**src/rtl/core/spq_pkg.sv**
```systemverilog
// Package with the types and constants of the sorted priority queue.
`timescale 1ns / 1ps
`default_nettype none

package spq_pkg;

  // Number of cells in the row, and the widths that follow from it.
  localparam int unsigned Depth = 16;
  localparam int unsigned CntW  = $clog2(Depth + 1);

  // Fixed field widths.
  localparam int unsigned DataW   = 32;
  localparam int unsigned OccW    = 5;
  localparam int unsigned StatusW = 2;

  typedef enum logic {
    OP_ENQ = 1'b0,
    OP_DEQ = 1'b1
  } op_e;

  typedef enum logic [StatusW-1:0] {
    ST_DONE  = 2'd0,
    ST_FULL  = 2'd1,
    ST_EMPTY = 2'd2
  } status_e;

  // One held entry.
  typedef struct packed {
    logic signed [DataW-1:0] value;
    logic signed [DataW-1:0] prio;
  } entry_t;

  // Command broadcast to every cell of the row.
  typedef struct packed {
    logic   enq;
    logic   deq;
    entry_t new_entry;
  } cell_ctl_t;

endpackage

`default_nettype wire

```
**src/rtl/core/spq_ifs.sv**
```systemverilog
// Valid/ready channel interfaces of the sorted priority queue.
`timescale 1ns / 1ps
`default_nettype none

interface spq_in_if;
  logic                               valid;
  logic                               ready;
  logic                               opcode;
  logic signed [spq_pkg::DataW-1:0]   item_value;
  logic signed [spq_pkg::DataW-1:0]   item_priority;

  modport source (output valid, output opcode, output item_value, output item_priority,
                  input ready);
  modport sink   (input valid, input opcode, input item_value, input item_priority,
                  output ready);
endinterface

interface spq_out_if;
  logic                               valid;
  logic                               ready;
  logic [spq_pkg::StatusW-1:0]        status;
  logic signed [spq_pkg::DataW-1:0]   out_value;
  logic signed [spq_pkg::DataW-1:0]   out_priority;
  logic [spq_pkg::OccW-1:0]           occupancy;

  modport source (output valid, output status, output out_value, output out_priority,
                  output occupancy, input ready);
  modport sink   (input valid, input status, input out_value, input out_priority,
                  input occupancy, output ready);
endinterface

`default_nettype wire

```
**src/rtl/core/spq_cell.sv**
```systemverilog
// One cell of the sorted row: holds an entry and shifts with its neighbours.
`timescale 1ns / 1ps
`default_nettype none

module spq_cell (
  input  logic                clk_i,
  input  spq_pkg::cell_ctl_t  ctl_i,
  input  logic                occupied_i,
  input  logic                prev_take_i,
  input  spq_pkg::entry_t     prev_entry_i,
  input  spq_pkg::entry_t     next_entry_i,
  output logic                take_o,
  output spq_pkg::entry_t     entry_o
);
  import spq_pkg::*;

  entry_t entry_q, entry_d;

  // The cell gives way to the new entry when it is empty or holds a strictly
  // lower priority; equal priorities stay ahead, keeping arrival order.
  assign take_o = !occupied_i || (entry_q.prio < ctl_i.new_entry.prio);

  // On enqueue the first cell that gives way takes the new entry and the
  // ones behind it take their predecessor; on dequeue all move forward.
  always_comb begin
    entry_d = entry_q;
    if (ctl_i.enq && take_o) begin
      entry_d = prev_take_i ? prev_entry_i : ctl_i.new_entry;
    end else if (ctl_i.deq) begin
      entry_d = next_entry_i;
    end
  end

  always_ff @(posedge clk_i) begin
    entry_q <= entry_d;
  end

  assign entry_o = entry_q;

endmodule

`default_nettype wire

```
**src/rtl/core/sorted_priority_queue_core.sv**
```systemverilog
// Top level of the sorted priority queue: cell row, fill count and result register.
//
// Usage: requests arrive on req_i (opcode 0 enqueues item_value with
// item_priority, opcode 1 dequeues the highest-priority entry). Each request
// yields exactly one result on rsp_o carrying status, the dequeued value and
// priority (zero for enqueues and failed dequeues) and the occupancy after
// the operation. Entries of equal priority leave in arrival order.
// A full queue drops an enqueue with status 1; an empty queue answers a
// dequeue with status 2.
// The result is registered and valid in the cycle after the request transaction.
// Throughput: one request per cycle unless the result stalls; every cell of the
// row compares its own priority with the incoming one in the same cycle and
// shifts in one step. Reset clears the fill count and the result valid flag,
// not the cells or the result payload. While the receiver stalls, the
// pending result holds and req_i.ready stays low until the result is taken.
`timescale 1ns / 1ps
`default_nettype none

module sorted_priority_queue_core (
  input  logic       clk_i,
  input  logic       rst_ni,
  spq_in_if.sink     req_i,
  spq_out_if.source  rsp_o
);
  import spq_pkg::*;

  logic                accept;
  cell_ctl_t           ctl;
  logic [CntW-1:0]     count_q, count_d;
  logic                take_w  [Depth];
  entry_t              entry_w [Depth];

  logic                out_valid_q;
  status_e             status_q, status_d;
  entry_t              result_q, result_d;
  logic [OccW-1:0]     occ_q, occ_d;

  // Take a request whenever the result register is free or being drained.
  assign req_i.ready = !out_valid_q || rsp_o.ready;
  assign accept      = req_i.valid && req_i.ready;

  // Decode the request into the row command, the next fill count and the result.
  always_comb begin
    ctl.enq             = 1'b0;
    ctl.deq             = 1'b0;
    ctl.new_entry.value = req_i.item_value;
    ctl.new_entry.prio  = req_i.item_priority;
    count_d             = count_q;
    status_d            = ST_DONE;
    result_d            = '0;
    unique case (op_e'(req_i.opcode))
      OP_ENQ: begin
        if (count_q == CntW'(Depth)) begin
          status_d = ST_FULL;
        end else begin
          ctl.enq = accept;
          count_d = count_q + CntW'(1);
        end
      end
      OP_DEQ: begin
        if (count_q == '0) begin
          status_d = ST_EMPTY;
        end else begin
          ctl.deq  = accept;
          result_d = entry_w[0];
          count_d  = count_q - CntW'(1);
        end
      end
      default: begin
        status_d = ST_DONE;
      end
    endcase
    occ_d = OccW'(count_d);
  end

  // The row of cells; the first has no predecessor, the last no successor.
  for (genvar g = 0; g < Depth; g++) begin : g_cell
    logic   prev_take;
    entry_t prev_entry;
    entry_t next_entry;

    if (g == 0) begin : g_head
      assign prev_take  = 1'b0;
      assign prev_entry = ctl.new_entry;
    end else begin : g_body
      assign prev_take  = take_w[g-1];
      assign prev_entry = entry_w[g-1];
    end

    if (g == Depth - 1) begin : g_tail
      assign next_entry = entry_w[g];
    end else begin : g_inner
      assign next_entry = entry_w[g+1];
    end

    spq_cell u_cell (
      .clk_i        (clk_i),
      .ctl_i        (ctl),
      .occupied_i   (count_q > CntW'(g)),
      .prev_take_i  (prev_take),
      .prev_entry_i (prev_entry),
      .next_entry_i (next_entry),
      .take_o       (take_w[g]),
      .entry_o      (entry_w[g])
    );
  end

  // Fill count and result valid flag.
  always_ff @(posedge clk_i or negedge rst_ni) begin
    if (!rst_ni) begin
      count_q     <= '0;
      out_valid_q <= 1'b0;
    end else begin
      if (accept) begin
        count_q <= count_d;
      end
      if (accept) begin
        out_valid_q <= 1'b1;
      end else if (rsp_o.ready) begin
        out_valid_q <= 1'b0;
      end
    end
  end

  // Result payload, loaded with each accepted request.
  always_ff @(posedge clk_i) begin
    if (accept) begin
      status_q <= status_d;
      result_q <= result_d;
      occ_q    <= occ_d;
    end
  end

  assign rsp_o.valid        = out_valid_q;
  assign rsp_o.status       = status_q;
  assign rsp_o.out_value    = result_q.value;
  assign rsp_o.out_priority = result_q.prio;
  assign rsp_o.occupancy    = occ_q;

endmodule

`default_nettype wire

```
**src/flat_wrapper.sv**
```systemverilog
// flat-port wrapper written by rule: the top's interface ports become plain ports
module sorted_priority_queue_core_flat import spq_pkg::*;
  (clk_i, rst_ni, req_i_valid, req_i_opcode, req_i_item_value, req_i_item_priority, req_i_ready, rsp_o_valid, rsp_o_status, rsp_o_out_value, rsp_o_out_priority, rsp_o_occupancy, rsp_o_ready);
  spq_in_if req_i_i ();
  spq_out_if rsp_o_i ();
  input  logic clk_i;
  input  logic rst_ni;
  input wire logic [$bits(req_i_i.valid)-1:0] req_i_valid;
  input wire logic [$bits(req_i_i.opcode)-1:0] req_i_opcode;
  input wire logic [$bits(req_i_i.item_value)-1:0] req_i_item_value;
  input wire logic [$bits(req_i_i.item_priority)-1:0] req_i_item_priority;
  output wire logic [$bits(req_i_i.ready)-1:0] req_i_ready;
  output wire logic [$bits(rsp_o_i.valid)-1:0] rsp_o_valid;
  output wire logic [$bits(rsp_o_i.status)-1:0] rsp_o_status;
  output wire logic [$bits(rsp_o_i.out_value)-1:0] rsp_o_out_value;
  output wire logic [$bits(rsp_o_i.out_priority)-1:0] rsp_o_out_priority;
  output wire logic [$bits(rsp_o_i.occupancy)-1:0] rsp_o_occupancy;
  input wire logic [$bits(rsp_o_i.ready)-1:0] rsp_o_ready;
  assign req_i_i.valid = req_i_valid;
  assign req_i_i.opcode = req_i_opcode;
  assign req_i_i.item_value = req_i_item_value;
  assign req_i_i.item_priority = req_i_item_priority;
  assign req_i_ready = req_i_i.ready;
  assign rsp_o_valid = rsp_o_i.valid;
  assign rsp_o_status = rsp_o_i.status;
  assign rsp_o_out_value = rsp_o_i.out_value;
  assign rsp_o_out_priority = rsp_o_i.out_priority;
  assign rsp_o_occupancy = rsp_o_i.occupancy;
  assign rsp_o_i.ready = rsp_o_ready;
  sorted_priority_queue_core u_core (.clk_i(clk_i), .rst_ni(rst_ni), .req_i(req_i_i), .rsp_o(rsp_o_i));
endmodule
```
**config.mk**
```make
export PLATFORM = sky130hd
export DESIGN_NAME = sorted_priority_queue_core_flat
export DESIGN_NICKNAME = d
export VERILOG_FILES = /design/src/rtl/core/spq_pkg.sv /design/src/rtl/core/spq_ifs.sv /design/src/rtl/core/spq_cell.sv /design/src/rtl/core/sorted_priority_queue_core.sv /design/src/flat_wrapper.sv
export SDC_FILE = /design/constraint.sdc
export NUM_CORES = 2
export LEC_CHECK = 0
export BUFFER_PORTS_ARGS = -buffer_cell sky130_fd_sc_hd__buf_4
export CORE_ASPECT_RATIO = 1.1
export CORE_MARGIN = 2
export CORE_UTILIZATION = 65
export DETAILED_ROUTE_END_ITERATION = 6
export PLACE_DENSITY = 0.82
export SYNTH_ARGS = -nofsm -noshare
export SYNTH_HDL_FRONTEND = slang
export SYNTH_SLANG_ARGS = --single-unit
```
**constraint.sdc**
```tcl
create_clock -name clk_i -period 19.75 [get_ports clk_i]
set_clock_uncertainty 0.1 [all_clocks]
set_input_delay 0 -clock clk_i [delete_from_list [all_inputs] [get_ports clk_i]]
set_output_delay 0 -clock clk_i [all_outputs]
set_load 0.1 [all_outputs]
```
# == Yosys cells after proc, flatten, opt, wreduce, memory -nomap -nowiden ==
# Cells that the tools add are included.
# op_classes
add_sub_neg,2
order_cmp,32
eq_ne,1
n_mux,57
bitwise,1
reduce_logical,69
# ops
cell,n
$mux W64,45
$lt A32 B32 Y1,16
$gt A5 B4 Y1 const B,8
$reduce_bool A2 Y1,16
$gt A5 B3 Y1 const B,4
$logic_and A1 B1 Y1,17
$logic_not A1 Y1,17
$logic_or A1 B1 Y1,17
$gt A5 B1 Y1 const B,2
$gt A5 B2 Y1 const B,2
$mux W5,2
$pmux W5 S2,1
$mux W1,7
$add A5 B1 Y5 const B,1
$eq A5 B5 Y1 const B,1
$logic_not A5 Y1,1
$sub A5 B1 Y5 const B,1
$pmux W2 S2,1
$mux W2,1
$reduce_or A2 Y1,1
$not A1 Y1,1
# word_totals
register_bits,1101
input_bits,69
out_inout_bits,73
elab_cells,200

# == Logic depth before layout (Yosys ltp) ==
# logic_depth
word_depth,7
mapped_depth,15
mapped_depth_nobuf,10

# == By module ==
# From an unflattened synthesis, not the netlist that was laid out.
# hier_totals
hier_cells,6025
area_unflattened_um2,71885.2
# modules_own_cells
mod,n_inst,cells_per_inst,area_per_inst_um2,seq_area_each_um2
spq_cell (u_core.g_cell[0].u_cell ...),13,361,4254.1,1921.8
spq_cell (u_core.g_cell[7].u_cell ...),3,362,4409.2,1921.8
sorted_priority_queue_core,1,246,3354.5,2282.2

# == Worst setup path after synthesis ==
# OpenSTA, ideal clock, no wires.
# synth_timing
kind,flip-flop to flip-flop
start,"register u_core.out_valid_q, in the netlist u_core.rsp_o.valid"
end,"register u_core.g_cell[15].u_cell.entry_q, in the netlist u_core.g_cell[15].u_cell.entry_o[0], enable pin"
arrival_time_ns,9.581
t_required_ns,19.068
slack_ns,9.487
stages_incl_launch_ff,8
n_path_buf,3
synth_period_minus_slack_ns,10.263
path_cell_list,dfrtp_1 > nand2b_1 > and2_1 > clkbuf_1 > nand2_1 > clkbuf_1 > clkbuf_1 > a211oi_1
# synth_via
elab_chain_len,6
# synth_rtl
item,line_no,text
start: declaration,sorted_priority_queue_core.sv:33,logic out_valid_q;
start signal: assignment,sorted_priority_queue_core.sv:112,out_valid_q <= 1'b0;
start signal: assignment,sorted_priority_queue_core.sv:118,out_valid_q <= 1'b1;
start signal: assignment,sorted_priority_queue_core.sv:120,out_valid_q <= 1'b0;
$logic_not A1 Y1,sorted_priority_queue_core.sv:39,assign req_i.ready = !out_valid_q || rsp_o.ready;
$logic_or A1 B1 Y1,sorted_priority_queue_core.sv:39,
net req_i_ready,flat_wrapper.sv:12,output wire logic [$bits(req_i_i.ready)-1:0] req_i_ready;
$logic_and A1 B1 Y1,sorted_priority_queue_core.sv:40,assign accept = req_i.valid && req_i.ready;
net u_core.accept,sorted_priority_queue_core.sv:27,logic accept;
$mux W1,sorted_priority_queue_core.sv:53,if (count_q == CntW'(Depth)) begin
$mux W1,sorted_priority_queue_core.sv:51,unique case (op_e'(req_i.opcode))
$logic_and A1 B1 Y1,spq_cell.sv:27,if (ctl_i.enq && take_o) begin
end signal: assignment,spq_cell.sv:35,entry_q <= entry_d;
end: declaration,spq_cell.sv:17,"entry_t entry_q, entry_d;"
# The timed path passes the listed nets, and every way through them passes these cells.
# A chain may end at the register's enable or synchronous reset.

# == Final worst setup path ==
# layout_timing
start,register u_core.count_q[0]
end,"register u_core.g_cell[4].u_cell.entry_q, in the netlist u_core.g_cell[4].u_cell.entry_o[14], enable pin"
# layout_via
elab_chain_len,5
elab_cells_between_ends,11
classes_between,order compare: 1; eq/ne: 1; mux: 4; reduce/logical: 5
# layout_rtl
item,line_no,text
start: declaration,sorted_priority_queue_core.sv:29,"logic [CntW-1:0] count_q, count_d;"
start signal: assignment,sorted_priority_queue_core.sv:115,count_q <= count_d;
$gt A5 B3 Y1 or $eq A5 B5 Y1 (tied branches),"sorted_priority_queue_core.sv:99, sorted_priority_queue_core.sv:53",
$logic_not A1 Y1 or $mux W1 (tied branches),"spq_cell.sv:21, sorted_priority_queue_core.sv:53",
$logic_or A1 B1 Y1 or $mux W1 (tied branches),"spq_cell.sv:21, sorted_priority_queue_core.sv:51",
$logic_and A1 B1 Y1,spq_cell.sv:27,
$reduce_bool A2 Y1 (no source line) (*),n/a,
end signal: assignment,spq_cell.sv:35,
end: declaration,spq_cell.sv:17,
# Mark *: on every way between the ends. The rest lies on a longest branch, timed or not.

==> impl_metrics.ini <==
[power_and_ir_drop]
p_leak_nw = 28.69
peakVddDrop_uv = 99.94
p_total_mw = 8.611
p_per_area_mw_per_mm2 = 120.4

[sta]
setup_violations = 0
timing.slew.headroom = 0.07299
hold_viol = 0
fin_crit_sh = 0.2916
fin_tns_setup_ps = 0
grt_setup_unrepaired = no
final-max-slew-violation-count = 0
min_period_ps = 5759
hold_ws_ps = 149.9
max_freq_mhz = 173.6
tightestPinTransition_ps = 1385

[detailed_routing]
drcViolationCount = 7
met3WireLength_mm = 22.50
top_layer = met5
wl_mm = 200.7
wl_per_cell_um = 26.75
first_pass_iters = 7
drt-vias-per-instance = 7.017
wl_met1_mm = 73.60
drtIter0Drc = 7098
vias = 52650
route.met2.wl_mm = 90.85
antenna_left = 0

[synth]
yosysUniqueCellTypes = 71
synth_compound_area_frac = 0.1455
synthCells = 6145
ys_warn_count = 0
synth_area_mm2 = 0.06560
async_reset_ff_frac = 0.005450
synth.avg_cell_area_um2 = 10.67
synth_top_family_by_area = compound AO/OA/AOI/OAI gates
ys_ff_latch = 1101
yosys.area_share.xor_xnor = 0.0002670
synthFlopType = edfxtp_1
synthAdderAreaFrac = 0.09556
synthSimpleGateAreaFrac = 0.09512
synth_fp_nets = 6715
synth_mux_area_frac = 0.1244
yosysSeqAreaShare = 0.5036
synth-edff-count = 1095

[cells_and_area]
fillCellCount = 6993
layout-drive-gt1-share = 0.08503
synthToLayoutAreaGrowth_pct = 9.011
stdcell_area_mm2 = 0.07151
layout_common_cells = edfxtp_1 (1,095), a21oi_1 (829), mux2i_1 (704)
fin_nets = 6673
final_common_cell = edfxtp_1

[clocking]
cts_tree = built
numCtsBuffers = 112
clk_path_buf_depth = 3
clock_sinks = 1101
post_cts_resized = 0
h-tree-depth = 3
clk_latency_ps = 750
cts-root-buf = clkbuf_16
clkTransAtPathRegs_ps = 60

[critical_path]
arrival_ps = 6000
crit_chain = inv_1 -> ha_1 -> nor2b_1 -> nand2_1 -> nor2_1 -> nor2_1 -> and2_4 -> buf_4 -> nand2_4 -> nand2_4
worstSetupStartpointType = flip-flop
critPathKind = flip-flop to flip-flop
crit_required_ps = 19990
path_max_fanout = 66
cpLargestDelayFamily = simple AND/OR/NAND/NOR gates
slowest_delay_ps = 1160
crit_slowest_cell = nand2_4
cp_num_buf_inv = 2
crit_path_end_kind = flip-flop

[place]
gp_congestion = 1.006
portBuffers = 141
dpl_cell_area_mm2 = 0.06725
place_hpwl_mm = 127.0

[floorplanning]
rows = 122
initial_core_util = 0.6541
dieArea_mm2 = 0.1035
die_y_um = 337.2
die_w_um = 306.9
io_pins = 142
core-area_mm2 = 0.1003

[status]
violations = design-rule violations
status = complete, but fails checks

[global_routing]
first_global_vias = 51570
grt_max_degree = 91
grtUsageTotal = 0.3798
overflow = 0
grt_first_pass_wirelength_mm = 302.0
antenna_found_initial = 6

[job]
drv_cap = 0

[worst_hold_path]
worstHoldPathType = input pin to asynchronous set/reset pin
## per-layer routing
| metal | GRT usage | vias up |
|---|---|---|
| li1 | - | 23010 |
| met1 | 0.4830 | 25460 |
| met2 | 0.6013 | 3557 |
| met3 | 0.07184 | 613 |
| met4 | 0.2432 | 6 |
| met5 | 0 | - |
## repair_timing
| item | CTS | global route |
|---|---|---|
| hold buffers | 71 | 0 |
| endpoints found under the hold margin | 991 | 0 |
| buffers inserted | 0 | 0 |
## final cells by class
type,instances,area [um^2],share of cell area
flip-flops and latches,1101,33030,0.4619
multi-input cells,4532,30650,0.4286
clock buffers,139,2914,0.04075
repair buffers,304,2457,0.03437
well taps,1302,1629,0.02278
clock inverters,70,621.8,0.008696
inverters,52,195.2,0.002730
diodes,3,7.507,0.0001050
## registers in the layout, summed over array words and instances, names as in the netlist
register                      flops
u_core.rsp_o.valid                1
u_core.rsp_o.out_value           32
u_core.rsp_o.out_priority        32
u_core.g_cell.u_cell.entry_o   1024
u_core.rsp_o.status               2
u_core.rsp_o.occupancy            5
u_core.count_q                    5
## worst register-to-register path, cell delays in order (launching register included)
cell     delay (ps)
dfrtp_1         550
inv_1           210
ha_1            280
nor2b_1         170
nand2_1         120
nor2_1           60
nor2_1          350
and2_4          760
buf_4           860
nand2_4         690
nand2_4        1180
## per-stage QoR
step | std cells | utilization | worst slack, ps
global route | 7501 | 0.7130 | 13730
global placement | 7219 | 0.6705 | 13430
finish | 7503 | 0.7130 | 13990
floorplan | 6145 | - | 9487
CTS | 7500 | 0.7129 | 14130
detailed placement | 7220 | 0.6706 | 14160
## power breakdown
| group | internal, mW | switching, mW | leakage, nW |
|---|---|---|---|
| sequential | 3.13 | 0.282 | 10.3 |
| clock | 1.15 | 0.962 | 1.72 |
| combinational | 1.06 | 2.02 | 16.6 |
## cells by family after synthesis
logic type	after synthesis
flip-flops	1101
AND/OR/NAND/NOR	1473
adder cells (fa/ha/maj)	501
multiplexers	803
buffers and inverters	512
XOR/XNOR	2
AO/OA/AOI/OAI	1753
## synthesized netlist by cell type, types with 11 or more instances
library cell,n,area (um^2)
nand4_1,48,300.3
a211oi_1,29,217.7
buf_6,13,146.4
edfxtp_1,1095,32880
mux2_2,83,934.7
o211ai_1,19,142.6
nor3_1,25,125.1
nor2b_1,11,68.82
clkbuf_1,296,1111
a21o_1,33,247.7
nor2_1,521,1956
a31oi_1,207,1295
buf_1,18,67.56
o21ai_0,519,2597
buf_4,23,172.7
o21ai_1,37,185.2
and3_1,74,462.9
nor4_1,14,87.58
mux2i_1,705,7057
buf_2,104,520.5
and4_1,17,148.9
ha_1,501,6269
nand2_1,662,2485
inv_1,51,191.4
mux2_1,15,168.9
nand3_1,48,240.2
a21oi_1,830,4154
nand2b_1,21,131.4
## final timing paths
path	cells past startpoint	end	slack (ps)	start
worst min register to register	2	u_core.g_cell[12].u_cell.entry_o[54]	450	u_core.g_cell[13].u_cell.entry_o[54]
min in group clk_i	3	u_core.g_cell[15].u_cell.entry_o[2]	160	req_i_item_priority[2]
worst max register to register	10	u_core.g_cell[4].u_cell.entry_o[14]	13990	u_core.count_q[0]
max in group asynchronous	3	u_core.count_q[1]	19140	rst_ni
worst max-delay path	10	u_core.g_cell[4].u_cell.entry_o[14]	13990	u_core.count_q[0]
worst min-delay path	3	u_core.count_q[4]	150	rst_ni
(Power assumes the default switching activity.)
